[config.mk]
export PLATFORM = sky130hd
export DESIGN_NAME = nth_root_bisection_core
export DESIGN_NICKNAME = d
export VERILOG_FILES = /design/src/sv/nrb_pkg.sv /design/src/sv/nrb_regs.sv /design/src/sv/nrb_mul.sv /design/src/sv/nth_root_bisection_core.sv
export SDC_FILE = /design/constraint.sdc
export NUM_CORES = 2
export LEC_CHECK = 0
export ABC_AREA = 0
export BUFFER_PORTS_ARGS = -buffer_cell sky130_fd_sc_hd__buf_2
export CORE_UTILIZATION = 60
export DETAILED_ROUTE_END_ITERATION = 6
export PLACE_DENSITY_LB_ADDON = 0.08
export SETUP_SLACK_MARGIN = 0.1
export SYNTH_ARGS = -nofsm -noshare
export SYNTH_HDL_FRONTEND = slang
export SYNTH_SLANG_ARGS = --single-unit
[constraint.sdc]
create_clock -name clk_i -period 21.9 [get_ports clk_i]
set_clock_uncertainty 0.15 [all_clocks]
set_input_delay 3.285 -clock clk_i [delete_from_list [all_inputs] [get_ports clk_i]]
set_output_delay 3.285 -clock clk_i [all_outputs]
set_load 0.02 [all_outputs]
[src/sv/nrb_pkg.sv]
package nrb_pkg;

  localparam int FRAC_BITS  = 24;
  localparam int DATA_WIDTH = 48;
  localparam int MAX_DEGREE = 63;

  localparam int DEG_W   = 6;
  localparam int STOP_W  = 25;
  localparam int EXT_W   = DATA_WIDTH + 1;
  localparam int HALF_W  = (DATA_WIDTH + 1) / 2;
  localparam int PROD_W  = 4 * HALF_W;
  localparam int APB_DW  = 32;
  localparam int ADDR_W  = 3;

  localparam logic [STOP_W-1:0] STOP_RESET = STOP_W'(2);

  // register index, taken from paddr[2]
  localparam logic REG_STOP_WIDTH = 1'b0;

  typedef enum logic [1:0] {
    ST_OK       = 2'd0,
    ST_NEG_EVEN = 2'd1,
    ST_DEG_ZERO = 2'd2
  } status_e;

  typedef enum logic [2:0] {
    S_IDLE,
    S_CHECK,
    S_POW,
    S_MWAIT,
    S_CMP
  } state_e;

  typedef struct packed {
    logic signed [DATA_WIDTH-1:0] x_value;
    logic [DEG_W-1:0]             root_degree;
  } in_t;

  typedef struct packed {
    logic signed [DATA_WIDTH-1:0] root_value;
    status_e                      status;
  } out_t;

  typedef struct packed {
    logic                  start;
    logic [DATA_WIDTH-1:0] a;
    logic [DATA_WIDTH-1:0] b;
  } mul_req_t;

  typedef struct packed {
    logic                  done;
    logic                  ovf;
    logic [DATA_WIDTH-1:0] prod;
  } mul_rsp_t;

endpackage

[src/sv/nrb_regs.sv]
module nrb_regs (
  input  logic                       clk_i,
  input  logic                       rst_ni,
  input  logic                       psel,
  input  logic                       penable,
  input  logic                       pwrite,
  input  logic [nrb_pkg::ADDR_W-1:0] paddr,
  input  logic [nrb_pkg::APB_DW-1:0] pwdata,
  output logic [nrb_pkg::APB_DW-1:0] prdata,
  output logic                       pready,
  output logic [nrb_pkg::STOP_W-1:0] stop_o
);
  import nrb_pkg::*;

  logic [STOP_W-1:0] stop_q, stop_d;
  logic              wr_en;

  assign pready = 1'b1;
  assign wr_en  = psel && penable && pwrite && pready;

  always_comb begin
    stop_d = stop_q;
    if (wr_en && (paddr[2] == REG_STOP_WIDTH)) begin
      stop_d = pwdata[STOP_W-1:0];
    end
  end

  always_ff @(posedge clk_i or negedge rst_ni) begin
    if (!rst_ni) begin
      stop_q <= STOP_RESET;
    end else begin
      stop_q <= stop_d;
    end
  end

  always_comb begin
    prdata = '0;
    if (paddr[2] == REG_STOP_WIDTH) begin
      prdata = {{(APB_DW-STOP_W){1'b0}}, stop_q};
    end
  end

  assign stop_o = stop_q;

endmodule

[src/sv/nrb_mul.sv]
module nrb_mul (
  input  logic              clk_i,
  input  logic              rst_ni,
  input  nrb_pkg::mul_req_t req_i,
  output nrb_pkg::mul_rsp_t rsp_o
);
  import nrb_pkg::*;

  logic [DATA_WIDTH-1:0] a_q, a_d, b_q, b_d;
  logic [1:0]            ph_q, ph_d;
  logic                  busy_q, busy_d, done_q, done_d;
  logic [PROD_W-1:0]     acc_q, acc_d;

  logic [2*HALF_W-1:0]   a_ext, b_ext, pp;
  logic [HALF_W-1:0]     a_part, b_part;
  logic [PROD_W-1:0]     pp_ext, pp_sh;

  assign a_ext  = (2*HALF_W)'(a_q);
  assign b_ext  = (2*HALF_W)'(b_q);
  assign a_part = ph_q[1] ? a_ext[2*HALF_W-1:HALF_W] : a_ext[HALF_W-1:0];
  assign b_part = ph_q[0] ? b_ext[2*HALF_W-1:HALF_W] : b_ext[HALF_W-1:0];
  assign pp     = a_part * b_part;
  assign pp_ext = PROD_W'(pp);

  // partial product weight is the sum of the half indexes
  always_comb begin
    unique case (ph_q)
      2'b00:        pp_sh = pp_ext;
      2'b01, 2'b10: pp_sh = pp_ext << HALF_W;
      default:      pp_sh = pp_ext << (2*HALF_W);
    endcase
  end

  always_comb begin
    a_d    = a_q;
    b_d    = b_q;
    ph_d   = ph_q;
    busy_d = busy_q;
    done_d = 1'b0;
    acc_d  = acc_q;
    if (req_i.start) begin
      a_d    = req_i.a;
      b_d    = req_i.b;
      ph_d   = 2'b00;
      busy_d = 1'b1;
      acc_d  = '0;
    end else if (busy_q) begin
      acc_d = acc_q + pp_sh;
      ph_d  = ph_q + 2'b01;
      if (ph_q == 2'b11) begin
        busy_d = 1'b0;
        done_d = 1'b1;
      end
    end
  end

  always_ff @(posedge clk_i or negedge rst_ni) begin
    if (!rst_ni) begin
      busy_q <= 1'b0;
      done_q <= 1'b0;
    end else begin
      busy_q <= busy_d;
      done_q <= done_d;
    end
  end

  always_ff @(posedge clk_i) begin
    a_q   <= a_d;
    b_q   <= b_d;
    ph_q  <= ph_d;
    acc_q <= acc_d;
  end

  assign rsp_o.done = done_q;
  assign rsp_o.ovf  = |acc_q[PROD_W-1:FRAC_BITS+DATA_WIDTH-1];
  assign rsp_o.prod = {1'b0, acc_q[FRAC_BITS+DATA_WIDTH-2:FRAC_BITS]};

endmodule

[src/sv/nth_root_bisection_core.sv]
// channel   | handshake                     | payload
// ----------+-------------------------------+-------------------------------
// input     | start & !busy                 | in_i  (x_value, root_degree)
// result    | out_valid_o, one-cycle strobe | out_o (root_value, status)
// config    | apb write: psel penable pwrite| paddr, pwdata, prdata
//
// one transaction at a time; busy stays high until its result is strobed
// error cases (degree zero, even root of negative) answer the cycle after start
// otherwise steps ~ log2(width/stop_width) halvings, each with up to n-1 multiplies
// every multiply runs on the shared 4-pass partial-product multiplier
// reset is asynchronous and active low; stop_width resets to 2
// the result is shown for one cycle only, the receiver cannot stall it
module nth_root_bisection_core (
  input  logic                       clk_i,
  input  logic                       rst_ni,
  input  logic                       start,
  output logic                       busy,
  input  nrb_pkg::in_t               in_i,
  output logic                       out_valid_o,
  output nrb_pkg::out_t              out_o,
  input  logic                       psel,
  input  logic                       penable,
  input  logic                       pwrite,
  input  logic [nrb_pkg::ADDR_W-1:0] paddr,
  input  logic [nrb_pkg::APB_DW-1:0] pwdata,
  output logic [nrb_pkg::APB_DW-1:0] prdata,
  output logic                       pready
);
  import nrb_pkg::*;

  localparam logic signed [EXT_W-1:0] ONE_Q = EXT_W'(1) << FRAC_BITS;

  state_e state_q, state_d;

  // search datapath
  logic signed [DATA_WIDTH-1:0] x_q, x_d;
  logic [DEG_W-1:0]             n_q, n_d, cnt_q, cnt_d;
  logic signed [EXT_W-1:0]      low_q, low_d, high_q, high_d, m_q, m_d;
  logic [DATA_WIDTH-1:0]        mag_q, mag_d, p_q, p_d;
  logic                         ovf_q, ovf_d;
  logic [STOP_W-1:0]            stop_q, stop_d;
  logic                         out_valid_q, out_valid_d;
  out_t                         out_q, out_d;

  logic [STOP_W-1:0]            stop_cfg, stop_eff;
  logic                         accept;
  logic [DEG_W-1:0]             n_clamp;
  logic signed [EXT_W-1:0]      x_in_ext, x_ext, mid, m_neg, p_ext, pw;
  logic [EXT_W-1:0]             width;
  logic                         more, err_zero, err_neg, mneg, pneg, below;

  mul_req_t mul_req;
  mul_rsp_t mul_rsp;

  nrb_regs u_regs (
    .clk_i   (clk_i),
    .rst_ni  (rst_ni),
    .psel    (psel),
    .penable (penable),
    .pwrite  (pwrite),
    .paddr   (paddr),
    .pwdata  (pwdata),
    .prdata  (prdata),
    .pready  (pready),
    .stop_o  (stop_cfg)
  );

  nrb_mul u_mul (
    .clk_i  (clk_i),
    .rst_ni (rst_ni),
    .req_i  (mul_req),
    .rsp_o  (mul_rsp)
  );

  assign busy   = (state_q != S_IDLE);
  assign accept = start && !busy;

  // input decode: degree clamp and the two error cases
  assign n_clamp  = (int'(in_i.root_degree) > MAX_DEGREE) ? DEG_W'(MAX_DEGREE)
                                                            : in_i.root_degree;
  assign err_zero = (in_i.root_degree == '0);
  assign err_neg  = in_i.x_value[DATA_WIDTH-1] && !n_clamp[0];
  assign x_in_ext = {in_i.x_value[DATA_WIDTH-1], in_i.x_value};

  // a zero stop width would never end the search
  assign stop_eff = (stop_cfg == '0) ? STOP_W'(1) : stop_cfg;

  // interval width and midpoint, bounds always satisfy low <= high
  assign x_ext = {x_q[DATA_WIDTH-1], x_q};
  assign width = high_q - low_q;
  assign mid   = low_q + $signed(width >> 1);
  assign more  = width > {{(EXT_W-STOP_W){1'b0}}, stop_q};
  assign m_neg = -mid;

  // sign of the power is applied only at the compare
  assign mneg  = m_q[EXT_W-1];
  assign pneg  = mneg && n_q[0];
  assign p_ext = {1'b0, p_q};
  assign pw    = pneg ? -p_ext : p_ext;
  // an overflowed power lies beyond every radicand on its own side
  assign below = ovf_q ? pneg : (pw < x_ext);

  // next state
  always_comb begin
    state_d = state_q;
    unique case (state_q)
      S_IDLE: begin
        if (accept && !err_zero && !err_neg) begin
          state_d = S_CHECK;
        end
      end
      S_CHECK: state_d = more ? S_POW : S_IDLE;
      S_POW:   state_d = (cnt_q < n_q) ? S_MWAIT : S_CMP;
      S_MWAIT: begin
        if (mul_rsp.done) begin
          state_d = mul_rsp.ovf ? S_CMP : S_POW;
        end
      end
      S_CMP:   state_d = S_CHECK;
      default: state_d = S_IDLE;
    endcase
  end

  // datapath and outputs
  always_comb begin
    x_d         = x_q;
    n_d         = n_q;
    cnt_d       = cnt_q;
    low_d       = low_q;
    high_d      = high_q;
    m_d         = m_q;
    mag_d       = mag_q;
    p_d         = p_q;
    ovf_d       = ovf_q;
    stop_d      = stop_q;
    out_valid_d = 1'b0;
    out_d       = out_q;
    mul_req     = '{start: 1'b0, a: p_q, b: mag_q};
    unique case (state_q)
      S_IDLE: begin
        if (accept) begin
          x_d    = in_i.x_value;
          n_d    = n_clamp;
          stop_d = stop_eff;
          if (x_in_ext < ONE_Q) begin
            low_d  = x_in_ext;
            high_d = ONE_Q;
          end else begin
            low_d  = '0;
            high_d = x_in_ext;
          end
          if (err_zero) begin
            out_valid_d = 1'b1;
            out_d       = '{root_value: '0, status: ST_DEG_ZERO};
          end else if (err_neg) begin
            out_valid_d = 1'b1;
            out_d       = '{root_value: '0, status: ST_NEG_EVEN};
          end
        end
      end
      S_CHECK: begin
        m_d   = mid;
        mag_d = mid[EXT_W-1] ? m_neg[DATA_WIDTH-1:0] : mid[DATA_WIDTH-1:0];
        p_d   = mid[EXT_W-1] ? m_neg[DATA_WIDTH-1:0] : mid[DATA_WIDTH-1:0];
        cnt_d = DEG_W'(1);
        ovf_d = 1'b0;
        if (!more) begin
          out_valid_d = 1'b1;
          out_d       = '{root_value: mid[DATA_WIDTH-1:0], status: ST_OK};
        end
      end
      S_POW: begin
        mul_req.start = (cnt_q < n_q);
      end
      S_MWAIT: begin
        if (mul_rsp.done) begin
          if (mul_rsp.ovf) begin
            ovf_d = 1'b1;
          end else begin
            p_d   = mul_rsp.prod;
            cnt_d = cnt_q + DEG_W'(1);
          end
        end
      end
      S_CMP: begin
        if (below) begin
          low_d = m_q;
        end else begin
          high_d = m_q;
        end
      end
      default: begin
      end
    endcase
  end

  always_ff @(posedge clk_i or negedge rst_ni) begin
    if (!rst_ni) begin
      state_q     <= S_IDLE;
      out_valid_q <= 1'b0;
    end else begin
      state_q     <= state_d;
      out_valid_q <= out_valid_d;
    end
  end

  always_ff @(posedge clk_i) begin
    x_q    <= x_d;
    n_q    <= n_d;
    cnt_q  <= cnt_d;
    low_q  <= low_d;
    high_q <= high_d;
    m_q    <= m_d;
    mag_q  <= mag_d;
    p_q    <= p_d;
    ovf_q  <= ovf_d;
    stop_q <= stop_d;
    out_q  <= out_d;
  end

  assign out_valid_o = out_valid_q;
  assign out_o       = out_q;

endmodule

# Word level (Yosys, flattened, before mapping)
# Cells that the tools add are included.
[op_classes] bitwise=1 n_reduce_logical=29 n_lt_le_gt_ge=4 add_sub_neg=7 muxes=47 multipliers=1 n_eq_ne=16
[ops] operator="$mux 49" count=7
[ops] operator="$mux 50" count=4
[ops] operator="$pmux 49 s2" count=2
[ops] operator="$pmux 96 s2" count=1
[ops] operator="$mux 48" count=3
[ops] operator="$pmux 50 s2" count=1
[ops] operator="$add 96x96->96" count=1
[ops] operator="$pmux 48 s2" count=1
[ops] operator="$add 49x49->49" count=1
[ops] operator="$gt 49x25->1" count=1
[ops] operator="$lt 49x48->1" count=1
[ops] operator="$neg 48->49" count=1
[ops] operator="$sub 49x49->49" count=1
[ops] operator="$lt 48x26->1 const B" count=1
[ops] operator="$mul 24x24->48" count=1
[ops] operator="$mux 24" count=2
[ops] operator="$neg 48->48" count=1
[ops] operator="$logic_not 25->1" count=1
[ops] operator="$mux 25" count=1
[ops] operator="$reduce_or 25->1" count=1
[ops] operator="$pmux 3 s5" count=1
[ops] operator="$mux 1" count=14
[ops] operator="$ne 2x2->1 const B" count=7
[ops] operator="$mux 3" count=4
[ops] operator="26 further kinds" count=46
[totals] wordCells=126 input_bits=95 regBits=604

# Longest topological paths before layout
[logic_depth] depth_word=7 mapped_depth=46 ltp_nobuf=42

# By module
# A second synthesis with hierarchy kept.
[hier_totals] hier_cells=6253 area_unflattened_um2=58451.1
[by_module_without_submodules] module="nrb_mul" area_per_inst_um2=32424.8 instances=1 cells_each=3756
[by_module_without_submodules] module="nth_root_bisection_core" area_per_inst_um2=24761.2 instances=1 cells_each=2407
[by_module_without_submodules] module="nrb_regs" area_per_inst_um2=1265.0 instances=1 cells_each=90

# Worst setup path after synthesis
# Ideal clock, no wire load.
[synth_timing] kind="flip-flop to flip-flop" start="register u_mul.ph_q[0]" end="register u_mul.acc_q[92]" path_stages_with_launch=45 n_path_buf=5 slack_ns=10.674 t_arrival_ns=11.006 cell_sequence="dfxtp_1 > clkbuf_1 > clkbuf_1 > clkbuf_1 > mux2i_1 > clkbuf_1 > nor2_1 > fa_1 > fa_1 > inv_1 > fa_1 > fa_1 > inv_1 > fa_1 > fa_1 > inv_1 > fa_1 > inv_1 > [9 not listed] > a221oi_1 > a311oi_1 > xnor2_1 > a22o_1 > ha_1 > clkbuf_1 > nand2_1 > o21ai_0 > a21oi_1 > o21a_1 > and3_1 > a22o_1 > o41ai_1 > a311oi_1 > o21ai_0 > o221ai_1 > xor2_1 > a21oi_1"
[synth_between] elab_chain_cells=4 word_cells_on_any_way=8 classes_between="add/sub: 1; mul: 1; eq/ne: 2; mux: 2; reduce/logical: 2"
[synth_rtl] item="start: declaration" line="nrb_mul.sv:10" source="logic [1:0] ph_q, ph_d;"
[synth_rtl] item="start signal: assignment" line="nrb_mul.sv:70" source="ph_q <= ph_d;"
[synth_rtl] item="$mux 24 (tied with other cells)" line="nrb_mul.sv:21" source="assign b_part = ph_q[0] ? b_ext[2*HALF_W-1:HALF_W] : b_ext[HALF_W-1:0];"
[synth_rtl] item="$mul 24x24->48 or $reduce_or 2->1 (tied branches)" line="nrb_mul.sv:22, nrb_mul.sv:27"
[synth_rtl] item="$pmux 96 s2 *" line="nrb_mul.sv:27" source="unique case (ph_q)"
[synth_rtl] item="$add 96x96->96 *" line="nrb_mul.sv:48" source="acc_d = acc_q + pp_sh;"
[synth_rtl] item="end signal: assignment" line="nrb_mul.sv:71" source="acc_q <= acc_d;"
[synth_rtl] item="end: declaration" line="nrb_mul.sv:12" source="logic [PROD_W-1:0] acc_q, acc_d;"
# Every way passes the cells marked *; elsewhere a longest branch is shown, timed or not.
# A chain may end at the register's enable or synchronous reset.

# Worst setup path in the final report
[layout_timing] start="register u_mul.ph_q[1]" end="register u_mul.acc_q[94]"
[layout_between] elab_chain_cells=4 word_cells_on_any_way=8 classes_between="add/sub: 1; mul: 1; eq/ne: 2; mux: 2; reduce/logical: 2"
[layout_rtl] item="$mux 24 (tied with other cells)" line="nrb_mul.sv:20" source="assign a_part = ph_q[1] ? a_ext[2*HALF_W-1:HALF_W] : a_ext[HALF_W-1:0];"
[layout_rtl] item="$mul 24x24->48 or $reduce_or 2->1 (tied branches)" line="nrb_mul.sv:22, nrb_mul.sv:27"
[layout_rtl] item="$pmux 96 s2 *" line="nrb_mul.sv:27"
[layout_rtl] item="$add 96x96->96 *" line="nrb_mul.sv:48"
# Marks and branches as above.

==> out/metrics.yaml <==
outcome: "complete, but fails checks"
violations: "DRC"
drtAntennaViolNets: 0
synth_cells: 5974
area_delta_synth_final_pct: 8.421
ctsHoldBuffers: 0
drt_pass1_iterations: 7
clockRootBuffer: "clkbuf_16"
maxCapViolCount: 0
wl_per_cell_um: 25.18
slowest_stage: "mux2i_1"
period_share_pct: 64.92
cts_buffer_depth: 3
syn_area_um2: 56790
ys_seq_elements: 603
tightest_slew_ps: 1358
cts_resized: 0
slew_violations: 0
rsz0062_at_grt: "no"
synth_cell_type_count: 91
drc: 35
grt_pass1_vias: 44070
synth_top_area_share_pct: 25.06
synth.most_common_cell: "inv_1"
wl_um: 185400
hpwl_um: 140700
vias: 45960
initial_core_util_pct: 60.76
synth_commonest_cells: "inv_1, nor2_1, nand2_1, fa_1, edfxtp_1"
tns_ps: 0
setup_violations: 0
nFillCells: 7678
period_minus_slack_ps: 14220
fin_nets: 7072
grt.total_usage_pct: 39.04
crit_top_cell: "fa_1"
multi_input_area_um2: 35970
numClockSinks: 603
fmax_mhz: 70.34
grt_max_degree: 80
path_clk_slew_ps: 60
drive_gt1_share_pct: 9.344
grt_pass1_wl_um: 275400
async_reset_ff_share_pct: 5.141
slowest_delay_ps: 1120
required_ps: 22320
crit_type: "reg2reg"
ys_seq_area_share_pct: 29.89
end_kind: "flip-flop"
synth-edff-count: 474
dieWidth_um: 309.6
synthTopCellsByArea: "edfxtp_1, fa_1, ha_1, inv_1, nor2_1"
arrival_ps: 14640
seq_area_um2: 16980
hold_violations: 0
grt_overflow: 0
io_pins: 180
avgSynthCellArea_um2: 9.506
drt-initial-drc-count: 5095
dieArea_um2: 95880
maxSlewHeadroom_pct: 8.821
path_max_fanout: 38
die_y_um: 309.6
hold_class: "reg2reg"
core-area_um2: 93470
avgViaCountPerCell: 6.241
timing.hold.ws_ps: 263.1
cts_buffers: 73
postCtsSetupRepairBufs: 0
rows: 112
insertion_delay_ps: 660
tritoncts: "built"
synth_flop_cell: "edfxtp_1"
htree_levels: 3
start_kind: "flip-flop"
place.gp.congestion: 1.009
yosysWarnings: 0
portBuffers: 162
synth_top_area_cell: "edfxtp_1"
antenna_found_initial: 6
## path summary, 6_finish.rpt
check / startpoint / cells after the start / endpoint / slack (ps)
max in group asynchronous: rst_ni / 1 / u_mul.busy_q / 18430
min in group asynchronous: rst_ni / 1 / u_mul.busy_q / 2560
worst min-delay path: mag_q[41] / 0 / u_mul.b_ext[41] / 260
worst max register to register: u_mul.ph_q[1] / 39 / u_mul.acc_q[94] / 7680
worst min register to register: mag_q[41] / 0 / u_mul.b_ext[41] / 260
worst max-delay path: u_mul.ph_q[1] / 39 / u_mul.acc_q[94] / 7680
## logic make-up (layout without fill, tap and decap cells)
group	after synthesis	after routing	synth area share, %
multiplexers	238	238	4.455
adder cells (fa/ha/maj)	935	935	27.01
other	2	18	0.01322
AND/OR/NAND/NOR	1661	1661	13.16
AO/OA/AOI/OAI	1166	1166	13.68
XOR/XNOR	303	303	4.673
flip-flops	603	603	29.89
buffers and inverters	1066	1186	7.123
## through the flow
stage,cells,utilization [%],setup WS [ps],cell area [um^2]
floorplan,5980,-,10670,56810
CTS,7354,65.85,8086,61550
detailed placement,7221,63.15,8220,59030
global route,7355,65.85,7374,61550
global placement,7221,63.15,8205,59030
finish,7364,65.87,7683,61570
## cells in the final DEF (no fill, tap or decap), types with 29 or more instances in the layout
cell type / netlist / layout
and3_1: 30 / 30
fa_1: 485 / 485
ha_1: 450 / 450
a21o_1: 140 / 140
buf_4: 9 / 92
xnor2_1: 196 / 196
dfrtp_1: 30 / 29
clkbuf_16: 0 / 74
a21oi_1: 328 / 327
nor4_1: 40 / 39
inv_1: 798 / 796
nand3_1: 61 / 61
nor3_1: 68 / 68
mux2i_1: 120 / 94
xor2_1: 107 / 107
nor2_1: 574 / 572
o21a_1: 35 / 35
a22o_1: 107 / 107
mux2_2: 118 / 118
nor2b_1: 56 / 56
o21ai_0: 189 / 189
o211ai_1: 31 / 31
a31oi_1: 31 / 31
buf_2: 8 / 162
edfxtp_1: 474 / 474
o31ai_1: 35 / 34
o21bai_1: 46 / 46
nand4_1: 65 / 65
a211oi_1: 43 / 43
nand2b_1: 41 / 40
and2_1: 76 / 74
nand2_1: 567 / 566
dfxtp_1: 98 / 96
## cell type report
cell class | instances | share of cell area, %
timing repair buffer | 254 | 2.439
multi-input combinational | 4311 | 58.43
clock buffer | 93 | 3.188
inverter | 799 | 4.883
tap | 1254 | 2.548
antenna | 10 | 0.04064
sequential | 603 | 27.58
clock inverter | 40 | 0.8982
## routing by layer
metal / up-vias / wire length (um) / global-route usage [%]
met2: 2405 / 78860 / 57.29
met4: 8 / 9125 / 17.29
met5: - / 60 / 0
met1: 22510 / 75270 / 54.34
li1: 20570 / - / -
met3: 467 / 22090 / 10.16
## flip-flops by register name, indices dropped and copies added, names as in the netlist, 49 cells and up
| name | cells |
|---|---|
| u_mul.acc_q | 96 |
| out_o | 50 |
| high_q | 49 |
| low_q | 49 |
| m_q | 49 |
## worst max-delay path: cells and delay by family (launching register included)
family | cells | cell delay [ps]
mux | 1 | 1120
compound gates | 15 | 4190
buf+inv | 8 | 1580
flops | 1 | 580
simple gates | 5 | 1890
xor+xnor | 1 | 660
fa+ha+maj | 9 | 3890
Power is left out: the tool's default activity adds up to more than one toggle a clock period on the data nets, which glitch-free logic cannot reach.
